`src/design/nsfs_pkg.sv`:
```
// Shared constants and controller/datapath interface types for next_smooth_fft_size.
package nsfs_pkg;

  localparam int LENGTH_BITS_DEF = 24;
  localparam int LIMIT_BITS = 16;
  localparam logic [LIMIT_BITS-1:0] PRIME_LIMIT_RESET = 16'd7;

  typedef struct packed {
    logic load_req;   // take a new request into candidate and remainder
    logic restart;    // candidate rejected: try the next one
    logic shift2;     // strip one factor of two
    logic init_odd;   // divisor = 3, square = 9
    logic div_start;  // load the divider from the remainder
    logic div_again;  // remainder = quotient, divide by the same divisor again
    logic div_step;   // one restoring division step
    logic next_odd;   // divisor += 2, square updated
    logic emit;       // load the output register with the candidate
  } nsfs_cmd_t;

  typedef struct packed {
    logic even;       // remainder above one and even
    logic sq_gt_n;    // divisor squared exceeds remainder
    logic d_gt_lim;   // divisor above the limit
    logic n_le_lim;   // remainder within the limit
    logic div_last;   // final division step this cycle
    logic rem_zero;   // divisor divides the remainder
    logic out_free;   // output register can take a result
  } nsfs_sts_t;

endpackage

```
`src/design/nsfs_ctrl.sv`:
```
// Sequencer for the candidate search and trial division.
module nsfs_ctrl (
  input  logic                clk,
  input  logic                rst,
  input  logic                in_valid,
  output logic                in_ready,
  input  nsfs_pkg::nsfs_sts_t sts,
  output nsfs_pkg::nsfs_cmd_t cmd
);
  import nsfs_pkg::*;

  localparam logic [2:0] ST_IDLE    = 3'd0;
  localparam logic [2:0] ST_STRIP   = 3'd1;
  localparam logic [2:0] ST_CHECK   = 3'd2;
  localparam logic [2:0] ST_DIV     = 3'd3;
  localparam logic [2:0] ST_DIVDONE = 3'd4;
  localparam logic [2:0] ST_FINISH  = 3'd5;

  logic [2:0] state;
  logic [2:0] state_next;

  always_ff @(posedge clk) begin
    if (rst) begin
      state <= ST_IDLE;
    end else begin
      state <= state_next;
    end
  end

  assign in_ready = (state == ST_IDLE);

  always_comb begin
    cmd        = '0;
    state_next = state;
    case (state)
      ST_IDLE: begin
        if (in_valid) begin
          cmd.load_req = 1'b1;
          state_next   = ST_STRIP;
        end
      end
      ST_STRIP: begin
        if (sts.even) begin
          cmd.shift2 = 1'b1;
        end else begin
          cmd.init_odd = 1'b1;
          state_next   = ST_CHECK;
        end
      end
      ST_CHECK: begin
        if (sts.sq_gt_n) begin
          if (sts.n_le_lim) begin
            state_next = ST_FINISH;
          end else begin
            cmd.restart = 1'b1;
            state_next  = ST_STRIP;
          end
        end else if (sts.d_gt_lim) begin
          // leftover has only factors at or above the divisor
          cmd.restart = 1'b1;
          state_next  = ST_STRIP;
        end else begin
          cmd.div_start = 1'b1;
          state_next    = ST_DIV;
        end
      end
      ST_DIV: begin
        cmd.div_step = 1'b1;
        if (sts.div_last) begin
          state_next = ST_DIVDONE;
        end
      end
      ST_DIVDONE: begin
        if (sts.rem_zero) begin
          cmd.div_again = 1'b1;
          state_next    = ST_DIV;
        end else begin
          cmd.next_odd = 1'b1;
          state_next   = ST_CHECK;
        end
      end
      ST_FINISH: begin
        if (sts.out_free) begin
          cmd.emit   = 1'b1;
          state_next = ST_IDLE;
        end
      end
      default: begin
        state_next = ST_IDLE;
      end
    endcase
  end

endmodule

```
`src/design/nsfs_dp.sv`:
```
// Datapath: candidate, remainder, odd divisor and its square, serial divider, result register.
module nsfs_dp #(
  parameter int LENGTH_BITS = nsfs_pkg::LENGTH_BITS_DEF
) (
  input  logic                            clk,
  input  logic                            rst,
  input  nsfs_pkg::nsfs_cmd_t             cmd,
  output nsfs_pkg::nsfs_sts_t             sts,
  input  logic [LENGTH_BITS-1:0]          requested_length,
  input  logic [nsfs_pkg::LIMIT_BITS-1:0] prime_limit,
  input  logic                            out_ready,
  output logic                            out_valid,
  output logic [LENGTH_BITS:0]            chosen_length
);
  import nsfs_pkg::*;

  localparam int NW = LENGTH_BITS + 1;          // candidate and remainder
  localparam int DW = LENGTH_BITS / 2 + 2;      // odd divisor, up to sqrt plus two
  localparam int SW = LENGTH_BITS + 2;          // divisor squared
  localparam int CW = (NW > LIMIT_BITS) ? NW : LIMIT_BITS;
  localparam int KW = $clog2(NW);
  localparam logic [KW-1:0] STEP_LAST = KW'(NW - 1);

  logic [NW-1:0] cand;
  logic [NW-1:0] n;
  logic [DW-1:0] d;
  logic [SW-1:0] sq;
  logic [NW-1:0] quo;
  logic [DW-1:0] rem;
  logic [KW-1:0] step;

  logic [LIMIT_BITS-1:0] lim_eff;
  logic [NW-1:0]         req_eff;
  logic [NW-1:0]         cand_inc;
  logic [DW:0]           rem_sh;
  logic                  fits;

  assign lim_eff  = (prime_limit < LIMIT_BITS'(2)) ? LIMIT_BITS'(2) : prime_limit;
  assign req_eff  = (requested_length == '0) ? NW'(1) : NW'(requested_length);
  assign cand_inc = cand + NW'(1);
  assign rem_sh   = {rem, quo[NW-1]};
  assign fits     = (rem_sh >= (DW+1)'(d));

  always_ff @(posedge clk) begin
    if (cmd.load_req) begin
      cand <= req_eff;
      n    <= req_eff;
    end else if (cmd.restart) begin
      cand <= cand_inc;
      n    <= cand_inc;
    end else if (cmd.shift2) begin
      n <= n >> 1;
    end else if (cmd.div_again) begin
      n <= quo;
    end

    if (cmd.init_odd) begin
      d  <= DW'(3);
      sq <= SW'(9);
    end else if (cmd.next_odd) begin
      // (d+2)^2 = d^2 + 4d + 4
      d  <= d + DW'(2);
      sq <= sq + SW'({d, 2'b00}) + SW'(4);
    end

    if (cmd.div_start) begin
      quo  <= n;
      rem  <= '0;
      step <= '0;
    end else if (cmd.div_again) begin
      quo  <= quo;
      rem  <= '0;
      step <= '0;
    end else if (cmd.div_step) begin
      quo  <= {quo[NW-2:0], fits};
      rem  <= fits ? DW'(rem_sh - (DW+1)'(d)) : rem_sh[DW-1:0];
      step <= step + KW'(1);
    end
  end

  always_ff @(posedge clk) begin
    if (rst) begin
      out_valid <= 1'b0;
    end else if (cmd.emit) begin
      out_valid <= 1'b1;
    end else if (out_ready) begin
      out_valid <= 1'b0;
    end
  end

  always_ff @(posedge clk) begin
    if (cmd.emit) begin
      chosen_length <= cand;
    end
  end

  assign sts.even     = (n > NW'(1)) && !n[0];
  assign sts.sq_gt_n  = (sq > SW'(n));
  assign sts.d_gt_lim = (CW'(d) > CW'(lim_eff));
  assign sts.n_le_lim = (CW'(n) <= CW'(lim_eff));
  assign sts.div_last = (step == STEP_LAST);
  assign sts.rem_zero = (rem == '0);
  assign sts.out_free = !out_valid || out_ready;

endmodule

```
`src/design/next_smooth_fft_size.sv`:
```
// Top level of next_smooth_fft_size: ports, limit register, controller and datapath.
//
// Use: a request on the s_ channel carries a transform length; the block answers on the
// m_ channel with the smallest length at least that large whose prime factors are all
// at most prime_limit (zero is taken as one, a limit below two as two).
// prime_limit is written over the cfg_ channel (cfg_ready is always high); the user
// must write it only while the block is idle, as the block does not enforce this.
// After reset it holds 7. One request is worked on at a time: s_tready is high only
// while the sequencer is idle. Each candidate first has its factors of two stripped one
// at a time and the divisor set up, then for each odd divisor tried a check and
// divisions by it, repeated while it divides the remainder (the LENGTH_BITS+1 quotient
// bits one a cycle, then a look at the remainder), and a last check; a rejected
// candidate starts over with the next length from a check. The finish state then
// loads the result. A request of 0 or 1 passes only through the strip, check and
// finish states.
// The result sits in an output register; s_tready returns as the result is loaded, so
// a new request is taken while the previous result still waits. If the
// receiver stalls, the next result waits in the sequencer until the register frees.
// Reset (rst, synchronous) drops any request in progress and any waiting result.
module next_smooth_fft_size #(
  parameter int LENGTH_BITS = nsfs_pkg::LENGTH_BITS_DEF
) (
  input  logic                                    clk,
  input  logic                                    rst,
  input  logic                                    s_tvalid,
  output logic                                    s_tready,
  input  logic [((LENGTH_BITS+7)/8)*8-1:0]        s_tdata,  // requested_length
  output logic                                    m_tvalid,
  input  logic                                    m_tready,
  output logic [((LENGTH_BITS+8)/8)*8-1:0]        m_tdata,  // chosen_length
  input  logic                                    cfg_valid,
  output logic                                    cfg_ready,
  input  logic [nsfs_pkg::LIMIT_BITS-1:0]         cfg_data  // prime_limit
);
  import nsfs_pkg::*;

  localparam int NW  = LENGTH_BITS + 1;
  localparam int OTW = ((LENGTH_BITS + 8) / 8) * 8;

  logic [LIMIT_BITS-1:0] prime_limit;
  logic [NW-1:0]         chosen_length;
  nsfs_cmd_t             cmd;
  nsfs_sts_t             sts;

  assign cfg_ready = 1'b1;

  always_ff @(posedge clk) begin
    if (rst) begin
      prime_limit <= PRIME_LIMIT_RESET;
    end else if (cfg_valid && cfg_ready) begin
      prime_limit <= cfg_data;
    end
  end

  nsfs_ctrl u_ctrl (
    .clk      (clk),
    .rst      (rst),
    .in_valid (s_tvalid),
    .in_ready (s_tready),
    .sts      (sts),
    .cmd      (cmd)
  );

  nsfs_dp #(
    .LENGTH_BITS (LENGTH_BITS)
  ) u_dp (
    .clk              (clk),
    .rst              (rst),
    .cmd              (cmd),
    .sts              (sts),
    .requested_length (s_tdata[LENGTH_BITS-1:0]),
    .prime_limit      (prime_limit),
    .out_ready        (m_tready),
    .out_valid        (m_tvalid),
    .chosen_length    (chosen_length)
  );

  assign m_tdata = OTW'(chosen_length);

  // only one request in flight
  assert property (@(posedge clk) disable iff (rst)
    s_tvalid && s_tready |=> !s_tready)
    else $error("request taken while another is in progress");

  // a result is never zero
  assert property (@(posedge clk) disable iff (rst)
    m_tvalid |-> chosen_length != '0)
    else $error("zero length delivered");

  // a result is only loaded when the output register is free
  assert property (@(posedge clk) disable iff (rst)
    m_tvalid && !m_tready |-> !cmd.emit)
    else $error("result overwritten while waiting");

endmodule

```
`config.mk`:
```
export PLATFORM = sky130hd
export DESIGN_NAME = next_smooth_fft_size
export DESIGN_NICKNAME = d
export VERILOG_FILES = /design/src/design/nsfs_pkg.sv /design/src/design/nsfs_ctrl.sv /design/src/design/nsfs_dp.sv /design/src/design/next_smooth_fft_size.sv
export SDC_FILE = /design/constraint.sdc
export NUM_CORES = 1
export LEC_CHECK = 0
export CAP_MARGIN = 20
export CELL_PAD_IN_SITES_DETAIL_PLACEMENT = 1
export CELL_PAD_IN_SITES_GLOBAL_PLACEMENT = 1
export CORE_ASPECT_RATIO = 0.75
export CORE_MARGIN = 2
export CORE_UTILIZATION = 47
export DETAILED_ROUTE_END_ITERATION = 10
export DONT_BUFFER_PORTS = 1
export PLACE_DENSITY = 0.77
export SLEW_MARGIN = 20
export SYNTH_ARGS = -nofsm -noshare
export SYNTH_HDL_FRONTEND = slang
export SYNTH_SLANG_ARGS = --single-unit
```
`constraint.sdc`:
```
create_clock -name clk -period 5 [get_ports clk]
set_input_delay 1.25 -clock clk [delete_from_list [all_inputs] [get_ports clk]]
set_output_delay 1.25 -clock clk [all_outputs]
set_load 0.01 [all_outputs]
```
# Word level (Yosys, flattened, before mapping)
# Index checks and enable logic that the tools add are counted.
totals:
  reg_bits: 179
  input_bits: 45
  out_inout_bits: 35
op_classes:
  add_sub_neg: 6
  magnitude_cmp: 6
  eq_ne: 11
  muxes: 42
  n_reduce_logical: 14
op_table:
  columns: ["operator", "count"]
  rows:
  - ["$mux W25", 9]
  - ["$add A26 B16 Y26", 1]
  - ["$add A26 B3 Y26 const B", 1]
  - ["$gt A26 B25 Y1", 1]
  - ["$add A25 B1 Y25 const B", 1]
  - ["$gt A25 B1 Y1 const B", 1]
  - ["$le A25 B16 Y1", 1]
  - ["$logic_not A24 Y1", 1]
  - ["$mux W24", 1]
  - ["$mux W1", 21]
  - ["$mux W3", 6]
  - ["$pmux W3 S6", 1]
  - ["$gt A14 B16 Y1", 1]
  - ["$lt A16 B2 Y1 const B", 1]
  - ["$mux W16", 1]
  - ["$ge A15 B14 Y1", 1]
  - ["$add A14 B2 Y14 const B", 1]
  - ["$logic_not A14 Y1", 1]
  - ["$mux W14", 1]
  - ["$sub A14 B14 Y14", 1]
  - ["$ne A2 B2 Y1 const B", 4]
  - ["$eq A3 B2 Y1 const B", 2]
  - ["$eq A3 B3 Y1 const B", 2]
  - ["$reduce_bool A2 Y1", 3]
  - ["other kinds (13)", 15]

# Longest topological paths before layout
depth:
  depth_word: 8
  ltp_mapped: 14

# Modules after synthesis
# From an unflattened synthesis, not the netlist that was laid out.
unflattened:
  cells_unflattened: 1110
  hier_area_um2: 11039.3
modules_own_cells:
  columns: ["mod", "instances", "cells_per_inst", "area_per_inst_um2", "seq_area_each_um2"]
  rows:
  - ["nsfs_dp", 1, 1006, 10075.9, 4124.0]
  - ["next_smooth_fft_size", 1, 62, 653.1, 320.3]
  - ["nsfs_ctrl", 1, 42, 310.3, 60.1]

# Worst setup path before layout
# No wires, ideal clock.
synth_path:
  path_kind: "register to register"
  start: "register u_dp.n[11]"
  end: "register u_dp.n[0] (enable)"
  arrival_ns: 2.978
  setup_slack_ns: 1.470
  path_stages_with_launch: 11
  cell_sequence: "edfxtp_1 -> inv_1 -> ha_1 -> a21o_1 -> a221o_1 -> a2111oi_2 -> o31ai_1 -> o22ai_2 -> mux2_4 -> buf_2 -> nand4_1"
synth_between:
  elab_chain_len: 5
  word_cells_on_any_way: 10
synth_rtl:
  columns: ["element", "line", "source"]
  rows:
  - ["from (decl)", "nsfs_dp.sv:25", "logic [NW-1:0] n;"]
  - ["from (signal assigned)", "nsfs_dp.sv:47", "n <= req_eff;"]
  - ["from (signal assigned)", "nsfs_dp.sv:50", "n <= cand_inc;"]
  - ["from (signal assigned)", "nsfs_dp.sv:52", "n <= n >> 1;"]
  - ["$le A25 B16 Y1 / $gt A25 B1 Y1 (equally long branches)", "nsfs_dp.sv:100, nsfs_dp.sv:97", null]
  - ["$mux W1 / $logic_and A1 B1 Y1 (equally long branches)", "nsfs_ctrl.sv:52, nsfs_dp.sv:97", null]
  - ["$mux W1, on equally long branches", "nsfs_ctrl.sv:51, nsfs_ctrl.sv:43", null]
  - ["$mux W1 / $mux W2 (equally long branches)", "nsfs_ctrl.sv:35", "case (state)"]
  - ["$reduce_bool A4 Y1 (no line) *", null, null]
# Mark *: on every way between the ends. The rest lies on a longest branch, timed or not.
# A chain may end at the register's enable or synchronous reset.

# Worst setup path after layout
layout_path:
  start: "register u_dp.d[1]"
  end: "register u_dp.sq[24]"
layout_between:
  elab_chain_len: 2
layout_rtl:
  columns: ["element", "line", "source"]
  rows:
  - ["from (decl)", "nsfs_dp.sv:26", "logic [DW-1:0] d;"]
  - ["from (signal assigned)", "nsfs_dp.sv:62", "d <= d + DW'(2);"]
  - ["$add A26 B16 Y26", "nsfs_dp.sv:63", "sq <= sq + SW'({d, 2'b00}) + SW'(4);"]
  - ["$add A26 B3 Y26", "nsfs_dp.sv:63", null]
  - ["to (signal assigned)", "nsfs_dp.sv:63", null]
  - ["to (decl)", "nsfs_dp.sv:27", "logic [SW-1:0] sq;"]
# Every way passes these cells.

==> results.py <==
metrics = {
    "status": {
        "status": "completed",
    },
    "timing": {
        "layout_setup_ws_ps": 1490,
        "skew_ps": 18.6,
        "finalCritPeriodShare_pct": 70.2,
        "setup_viol_count_final": 0,
        "holdWs_ps": 487,
        "post-route-min-period_ps": 3510,
        "tightest_slew_ps": 732,
        "max_freq_ghz": 0.285,
        "setup_tns_ps": 0,
        "rsz0062_at_grt": "no",
        "max_slew_margin_pct": 50.8,
        "slew_violations": 0,
        "hold_viol_final": 0,
    },
    "finish": {
        "instances_no_fill": 1423,
        "layout-drive-gt1-share_pct": 6.64,
        "area_growth_pct": 8.47,
        "antennaDiodeCount": 0,
        "final_util_pct": 51.7,
        "nNetsFinal": 1258,
        "fillCellCount": 2526,
    },
    "clocking": {
        "post_cts_buffers": 0,
        "htreeDepth": 4,
        "numCtsBuffers": 17,
        "clockRootBuffer": "clkbuf_16",
        "cts_sinks": 175,
        "cts_tree": "yes",
        "postCtsHoldBufs": 0,
        "clk_transition_reported_paths_ps": 70,
        "worst_skew_pair.late_latency_ps": 460,
        "cts_resized": 0,
        "cts_max_path_buffers": 2,
    },
    "drt": {
        "via_count": 8444,
        "dr.pass1.iters": 5,
        "ant_nets": 0,
        "drt-wirelength-per-cell_um": 21.0,
        "wirelength_mm": 29.9,
        "drc": 0,
        "drt_iter0_markers": 494,
        "vias_per_cell": 5.93,
    },
    "min_path": {
        "hp-class": "reg -> reg",
        "hp-start": "u_dp.sq[11]",
        "whs_endpoint": "u_dp.sq[11]",
        "min_path_cells": 2,
    },
    "power_and_ir_drop": {
        "power_frac_comb_pct": 34.6,
        "total_leakage_power_nw": 4.50,
        "pwr-share-seq_pct": 38.3,
        "switching_share_pct": 37.4,
        "power_density_mw_per_mm2": 490,
        "ir_drop_mv": 0.274,
        "power_switching_w": 0.00208,
        "p_int_w": 0.00349,
        "power.share.clock_pct": 27.1,
    },
    "setup_path": {
        "worst-r2r-setup-slack_ps": 1490,
        "startpoint_type": "flip-flop",
        "r2r-end": "u_dp.sq[24]",
        "worstSetupPathType": "reg -> reg",
        "cp_top_family": "compound AO/OA/AOI/OAI gates",
        "ff2ff_path_depth": 13,
        "crit_fanout": 5,
        "cp_num_buf_inv": 2,
        "r2r_start": "u_dp.d[1]",
        "cp-end-kind": "flip-flop",
        "critPathMaxStageDelay_ps": 700,
        "crit_path_cell_trace": "inv_1, ha_1, inv_1, ha_1, fa_1, a21o_1, a21oi_1, o21bai_1, a2111oi_2, nor3_1, nor2_1, or3_1, a21oi_1",
        "crit_arrival_ps": 3830,
        "cp.required_ps": 5320,
        "critPathSlowestCell": "a2111oi_2",
    },
    "global_routing": {
        "grt-ovfl-total": 0,
        "grt_max_degree": 51,
        "grt_pass1_wl_mm": 47.6,
        "grt_usage_pct": 26.1,
        "grt_pass1_vias": 8662,
        "antenna_found_initial": 1,
    },
    "yosys": {
        "ys_warn_count": 0,
        "ys_types": 71,
        "synth_top_cell_by_area": "edfxtp_1",
        "ys_seq_area_share_pct": 42.9,
        "netlist_instances": 1129,
        "synth-edff-count": 100,
        "synth_top_cell_area_share_pct": 28.6,
        "synth.area.top_cells": "edfxtp_1, dfxtp_1, ha_1, nand2_1, a21oi_1",
        "synthFlopType": "edfxtp_1",
        "netlist_area_mm2": 0.0105,
        "ys_seq_elements": 175,
        "async_flop_share_pct": 0,
        "syn_area_per_cell_um2": 9.29,
    },
    "place": {
        "hpwl_mm": 21.6,
        "place_ws_ps": 1260,
        "dp_cells": 1391,
        "io_buffer_count": 0,
        "globalplace.congestion": 0.855,
    },
    "run": {
        "cap_viol_max_count": 0,
    },
    "floorplanning": {
        "die_area_mm2": 0.0235,
        "fp.dieW_um": 176,
        "pin_count": 80,
        "core-area_mm2": 0.0220,
        "num_rows": 47,
        "initial_utilization_pct": 47.7,
        "die_h_um": 133,
    },
}
-- cells by family (layout without fill, tap and decap cells) --
logic type      after synthesis  count (layout)  share of synthesized area, %
compound gates              272             272                          16.4
xor+xnor                     64              64                          5.34
fa+ha+maj                    97              97                          11.7
buf+inv                     121             115                          4.97
flops                       175             175                          42.9
mux                          21              21                          2.09
other cells                   2               8                        0.0716
simple gates                377             377                          16.4
-- metal layers --
metal | global-route usage [%] | up-vias | share of wire [%]
li1 | - | 4028 | -
met1 | 37.7 | 4196 | 49
met2 | 39.9 | 188 | 45
met3 | 4.71 | 32 | 4.9
met4 | 7.81 | 0 | 1.5
met5 | 0 | - | 0
-- placed cells by master, fill, tap and decap left out, drive strengths merged, types with 17 or more instances in the layout --
| cell | instances |
|---|---|
| o21ai | 68 |
| nand3 | 36 |
| nor2 | 101 |
| edfxtp | 100 |
| xor2 | 27 |
| a31oi | 23 |
| clkbuf | 18 |
| dfxtp | 75 |
| nand2 | 142 |
| mux2i | 17 |
| nand4 | 17 |
| nor4 | 27 |
| nor3 | 22 |
| ha | 95 |
| a21oi | 103 |
| inv | 73 |
| xnor2 | 37 |
-- per-stage QoR --
stage / area (um2) / power, W
5_1_grt: 11400 / 0.00590
3_5_place_dp: 10700 / 0.00405
4_1_cts: 11400 / 0.00559
6_report: 11400 / 0.00557
2_1_floorplan: 10500 / 0.00354
3_3_place_gp: 10700 / 0.00397
-- power by group through the flow --
stage / sequential (W) / clock (W) / combinational (W)
2_1_floorplan: 0.00205 / 0 / 0.00149
3_3_place_gp: 0.00215 / 0 / 0.00182
3_5_place_dp: 0.00216 / 0 / 0.00189
4_1_cts: 0.00213 / 0.00154 / 0.00192
5_1_grt: 0.00217 / 0.00157 / 0.00216
6_report: 0.00213 / 0.00151 / 0.00193
-- cells in the mapped netlist, types with 3 or more instances --
cell type / count
and3_1: 6
or2_2: 7
a31oi_1: 23
nor2_1: 101
buf_4: 8
o21a_1: 3
nand2b_1: 4
nand4_1: 17
nand3_1: 35
a2111oi_2: 3
xnor2_1: 37
o211ai_1: 6
ha_1: 95
a21o_1: 14
mux2i_1: 17
clkbuf_1: 29
xor2_1: 27
and2_1: 3
nor3_1: 22
mux2_2: 3
o21ai_0: 67
edfxtp_1: 100
buf_2: 6
nand2_1: 141
a211oi_1: 11
buf_6: 4
buf_1: 3
nor4_1: 24
o31ai_1: 5
or3_1: 4
a311oi_1: 8
a21oi_1: 103
dfxtp_1: 75
inv_1: 70
-- worst reg2reg max path, cell delays in order (launching register included) --
cell,delay [ps]
dfxtp_1,340
inv_1,200
ha_1,200
inv_1,40
ha_1,210
fa_1,430
a21o_1,210
a21oi_1,240
o21bai_1,130
a2111oi_2,700
nor3_1,180
nor2_1,290
or3_1,160
a21oi_1,60
-- state kept, by name (all words and copies together) (netlist names) --
signal,flops
prime_limit,16
u_dp.d,13
u_dp.n,25
u_dp.out_valid,1
u_dp.sq,23
u_ctrl.state,3
u_dp.quo,25
u_dp.cand,25
u_dp.step,5
u_dp.rem,14
u_dp.chosen_length,25
-- worst max-delay path by stage --
stage | from | end | slack [ps] | depth (start not counted)
after floorplan | u_dp.n[11] | u_dp.n[0] | 1470 | 10
after global placement | u_dp.n[11] | u_dp.cand[21] | 1350 | 9
after detailed placement | u_dp.n[11] | u_dp.cand[21] | 1260 | 9
after CTS | u_dp.n[11] | u_dp.cand[22] | 1220 | 9
after global routing | u_dp.d[1] | u_dp.sq[24] | 1210 | 13
final | u_dp.d[1] | u_dp.sq[24] | 1490 | 13
-- layout make-up --
cell class | count | area [um2] | area share, %
Multi-Input combinational cell | 839 | 5510 | 48.4
Clock inverter | 14 | 213 | 1.87
Timing Repair Buffer | 12 | 90.1 | 0.792
Clock buffer | 18 | 429 | 3.77
Sequential cell | 175 | 4500 | 39.6
Inverter | 71 | 267 | 2.34
Tap cell | 294 | 368 | 3.23
Power figures use the tool's default switching activity.
